## config.mk

```make
export PLATFORM = sky130hd
export DESIGN_NAME = pde_coef_regs
export DESIGN_NICKNAME = d
export VERILOG_FILES = /design/src/assert_macros.svh /design/src/pde_pkg.sv /design/src/pde_coef_regs.sv
export SDC_FILE = /design/constraint.sdc
export NUM_CORES = 1
export LEC_CHECK = 0
export ABC_CLOCK_PERIOD_IN_PS = 1250
export BUFFER_PORTS_ARGS = -buffer_cell sky130_fd_sc_hd__buf_2
export CAP_MARGIN = 10
export CORE_MARGIN = 10
export CORE_UTILIZATION = 30
export DETAILED_ROUTE_END_ITERATION = 12
export PLACE_DENSITY_LB_ADDON = 0.15
export SLEW_MARGIN = 40
export SYNTH_ARGS = -nofsm -noshare
export SYNTH_HDL_FRONTEND = slang
export SYNTH_SLANG_ARGS = --single-unit
```

## constraint.sdc

```tcl
create_clock -name clk -period 1.25 [get_ports clk]
set_input_delay 0.0625 -clock clk [delete_from_list [all_inputs] [get_ports clk]]
set_output_delay 0.0625 -clock clk [all_outputs]
set_load 0.01 [all_outputs]
```

## src/assert_macros.svh

```systemverilog
// ----------------------------------------------------------------------------
// Assertion macros
// Shared concurrent assertion wrappers; define ASSERT_OFF to drop them.
// ----------------------------------------------------------------------------
`ifndef ASSERT_MACROS_SVH
`define ASSERT_MACROS_SVH

`ifndef ASSERT_OFF
// Check a property on every rising clock edge outside of reset
`define ASSERT_PROP(lbl, clk, rst_n, prop, msg) \
  lbl: assert property (@(posedge clk) disable iff (!rst_n) (prop)) else $error(msg);
// Check a property on every rising clock edge, reset included
`define ASSERT_ALWAYS(lbl, clk, prop, msg) \
  lbl: assert property (@(posedge clk) (prop)) else $error(msg);
`else
`define ASSERT_PROP(lbl, clk, rst_n, prop, msg)
`define ASSERT_ALWAYS(lbl, clk, prop, msg)
`endif

`endif

```

## src/pde_pkg.sv

```systemverilog
// ----------------------------------------------------------------------------
// pde_pkg
// Types, constants and coefficient scaling shared by the derivative evaluator.
// ----------------------------------------------------------------------------
package pde_pkg;

  localparam int MAX_DEGREE = 7;
  localparam int NUM_COEF   = 8;
  localparam int COEF_W     = 32;
  localparam int ACC_W      = 64;
  localparam int ORDER_W    = 4;
  localparam int IDX_W      = 4;
  localparam int SCALE_W    = 13;

  typedef logic signed [COEF_W-1:0] coef_t;
  typedef coef_t [NUM_COEF-1:0]     coef_arr_t;

  // One request in flight between pipeline sections
  typedef struct packed {
    logic                    valid;
    logic signed [ACC_W-1:0] acc;
    logic signed [COEF_W-1:0] x;
    logic [ORDER_W-1:0]      k;
    logic                    ovf;
  } pde_item_t;

  // Falling factorial (j+k)!/j!, zero where j+k runs past the top degree
  localparam logic [SCALE_W-1:0] SCALE_TAB [8][8] = '{
    '{13'd1, 13'd1, 13'd2,  13'd6,   13'd24,  13'd120,  13'd720, 13'd5040},
    '{13'd1, 13'd2, 13'd6,  13'd24,  13'd120, 13'd720,  13'd5040, 13'd0},
    '{13'd1, 13'd3, 13'd12, 13'd60,  13'd360, 13'd2520, 13'd0,   13'd0},
    '{13'd1, 13'd4, 13'd20, 13'd120, 13'd840, 13'd0,    13'd0,   13'd0},
    '{13'd1, 13'd5, 13'd30, 13'd210, 13'd0,   13'd0,    13'd0,   13'd0},
    '{13'd1, 13'd6, 13'd42, 13'd0,   13'd0,   13'd0,    13'd0,   13'd0},
    '{13'd1, 13'd7, 13'd0,  13'd0,   13'd0,   13'd0,    13'd0,   13'd0},
    '{13'd1, 13'd0, 13'd0,  13'd0,   13'd0,   13'd0,    13'd0,   13'd0}
  };

  // Derived coefficient d_j = coef_(j+k) * (j+k)!/j!, exact in 64 bits
  function automatic logic signed [ACC_W-1:0] derive_coef(
    input coef_arr_t          coefs,
    input logic [2:0]         j,
    input logic [ORDER_W-1:0] k
  );
    logic [4:0]              sum;
    logic [SCALE_W-1:0]      sc;
    logic signed [COEF_W-1:0] c;
    logic signed [45:0]      p;
    sum = {2'b00, j} + {1'b0, k};
    if (sum > 5'(MAX_DEGREE)) begin
      return '0;
    end
    c  = coefs[sum[2:0]];
    sc = SCALE_TAB[j][k[2:0]];
    p  = 46'(c) * 46'($signed({1'b0, sc}));
    return {{(ACC_W-46){p[45]}}, p};
  endfunction

endpackage

```

## src/pde_coef_regs.sv

```systemverilog
// ----------------------------------------------------------------------------
// pde_coef_regs
// Coefficient register file written through the configuration port.
// ----------------------------------------------------------------------------
module pde_coef_regs (
  input  logic                            clk,
  input  logic                            rst_n,
  input  logic                            cfg_we,
  input  logic [pde_pkg::IDX_W-1:0]       cfg_index,
  input  logic [pde_pkg::COEF_W-1:0]      cfg_data,
  output pde_pkg::coef_arr_t              coefs
);

  pde_pkg::coef_arr_t coef_r;

  // Write the addressed coefficient; drop writes past the register list
  always_ff @(posedge clk) begin
    if (!rst_n) begin
      coef_r <= '0;
    end else if (cfg_we && (cfg_index < pde_pkg::IDX_W'(pde_pkg::NUM_COEF))) begin
      coef_r[cfg_index[2:0]] <= cfg_data;
    end
  end

  assign coefs = coef_r;

endmodule

```

==> impl_metrics.json <==
{
  "ys_types": 15,
  "chipWidth_um": 195.3,
  "port_buffers": 294,
  "area_growth_pct": 37.03,
  "seqPwrFrac": 0.458,
  "end_kind": "flop",
  "nFillCells": 3038,
  "drc_errors": 0,
  "ctsRootBufferMaster": "clkbuf_16",
  "p_leak_nw": 6.360,
  "vias": 7166,
  "dp_cells": 1562,
  "initial_core_util": 0.3029,
  "required_ps": 1700,
  "track_usage": 0.1529,
  "first_global_vias": 7427,
  "p_int_mw": 14.17,
  "syn_nets": 913,
  "finalInstanceArea_um2": 12630,
  "fmax_mhz": 864.6,
  "wl_per_cell_um": 18.87,
  "grt_setup_unrepaired": "no",
  "synth_area_leaders": "dfxtp_1 (56%), mux2i_1 (28%), nand2_1 (12%)",
  "maxSlewHeadroom": 0.6954,
  "detail-route-antenna-nets": 0,
  "period_needed_ps": 1157,
  "gp_congestion": 0.7500,
  "num_antenna_cells": 0,
  "crit_arrival_ps": 1610,
  "drt-initial-drc-count": 236,
  "antenna_found_initial": 1,
  "nets": 1247,
  "cts_hold_buf": 12,
  "syn_area_um2": 9218,
  "crit_fanout": 30,
  "drv_slew": 0,
  "largest_reg_flops": 256,
  "placed_cell_area_um2": 11510,
  "die_y_um": 195.3,
  "ir_drop_uv": 812.0,
  "ys_seq_area_frac": 0.5560,
  "power.share.switching": 0.2202,
  "start_kind": "input pin",
  "p_comb_frac": 0.055,
  "rows": 64,
  "clkSinkCount": 256,
  "hold_violations": 0,
  "p_per_area_nw_per_um2": 1439,
  "period_share": 0.9253,
  "syn_inst": 874,
  "drt_first_pass_iters": 4,
  "fin_skew_ps": 0,
  "synth_warnings": 0,
  "worst_slew_pin_slew_ps": 455.9,
  "fin_ws_ps": 93.41,
  "path_class": "in2reg",
  "drive_above_1_share": 0.3328,
  "synth_largest_area_cell": "dfxtp_1",
  "cts.htree.levels": 1,
  "p_sw_mw": 4.002,
  "core-area_um2": 30430,
  "cts_made_buffers": 28,
  "clock_latency_ps": 530,
  "grt_pass1_wl_um": 46420,
  "final_cells": 1625,
  "grt_max_degree": 34,
  "cts_resized": 0,
  "pre_cts_ws_ps": -151.2,
  "synth_top_area_share": 0.5560,
  "place_hpwl_um": 22060,
  "status": "finished clean",
  "clkTransAtPathRegs_ps": 60,
  "post_cts_buffers": 0,
  "finalSetupViolCount": 0,
  "ys_ff_latch": 256,
  "cts_max_path_buffers": 3,
  "wirelength_um": 30660,
  "synth_area_per_cell_um2": 10.55,
  "gr-total-overflow": 0,
  "io_pins": 295,
  "drv_cap": 0,
  "hp-class": "in2reg",
  "p_clk_frac": 0.487,
  "cts_tree": "yes",
  "die_area_um2": 38140,
  "avgViaCountPerCell": 4.410
}
-- per-layer routing --
| metal | wire length, µm | vias to the layer above | GRT usage |
|---|---|---|---|
| li1 | - | 3550 | - |
| met1 | 13600 | 3364 | 0.1909 |
| met2 | 13830 | 213 | 0.2437 |
| met3 | 2580 | 39 | 0.05498 |
| met4 | 654 | 0 | 0.04157 |
| met5 | 0 | - | 0 |
-- cell usage in the layout, fill, tap and decap left out, drive strengths merged --
master       synthesis  final
bufinv               0      4
nand3b               3      3
dfxtp              256    256
or3                  1      1
clkinvlp             0      1
clkbuf              22     42
and3                 1      1
buf                 40    353
nor2                 2      2
nor3b                3      3
clkinv               0      5
nand2              290    290
dlygate4sd3          0     12
mux2i              256    256
-- critical path: stages --
cell           delay (ps)
dlygate4sd3_1         530
clkbuf_8              230
buf_12                210
nand2_1               320
mux2i_1               240
-- layout make-up --
type,count,area (µm²),area share
clock inverters,10,152.6,0.01209
multi-input cells,556,3756,0.2974
clock buffers,41,850.8,0.06736
flip-flops and latches,256,5125,0.4057
repair buffers,366,2251,0.1782
well taps,396,495.5,0.03923
-- power by group through the flow --
| stage | Combinational, mW | Sequential, mW | Clock, mW |
|---|---|---|---|
| floorplan | 0.426 | 8.55 | 0 |
| global placement | 0.989 | 8.50 | 0 |
| detailed placement | 0.989 | 8.50 | 0 |
| CTS | 1.02 | 8.32 | 9.08 |
| global route | 1.09 | 8.33 | 9.40 |
| finish | 0.993 | 8.32 | 8.85 |
-- cells in the mapped netlist, drive strengths merged --
cell type    n
dfxtp      256
clkbuf      22
nor2         2
mux2i      256
nand2      290
nor3b        3
buf         40
or3          1
and3         1
nand3b       3
-- cells by family (layout without fill, tap and decap cells) --
| logic type | after synthesis | count (layout) | synth area share |
|---|---|---|---|
| AND/OR/NAND/NOR | 300 | 300 | 0.1271 |
| multiplexers | 256 | 256 | 0.2780 |
| flip-flops | 256 | 256 | 0.5560 |
| buffers and inverters | 62 | 417 | 0.03896 |
-- per-stage QoR --
stage | power (mW) | util | hold WS [ps] | TNS [ps]
3_3_place_gp | 9.494 | 0.3782 | 438.5 | -11040
3_5_place_dp | 9.493 | 0.3782 | 444.3 | -11850
6_report | 18.17 | 0.4151 | 22.76 | 0
4_1_cts | 18.43 | 0.4151 | 1.188 | 0
2_1_floorplan | 8.972 | - | 341.3 | 0
5_1_grt | 18.82 | 0.4151 | 42.72 | 0
-- path summary, 6_finish.rpt --
check	endpoint	slack (ps)	depth (start not counted)	start
worst max register to register	coefs[224]	620	2	coefs[224]
worst min register to register	coefs[165]	450	2	coefs[165]
worst min-delay path	coefs[22]	20	3	cfg_data[22]
worst max-delay path	coefs[94]	90	5	rst_n
(Power assumes the default switching activity.)
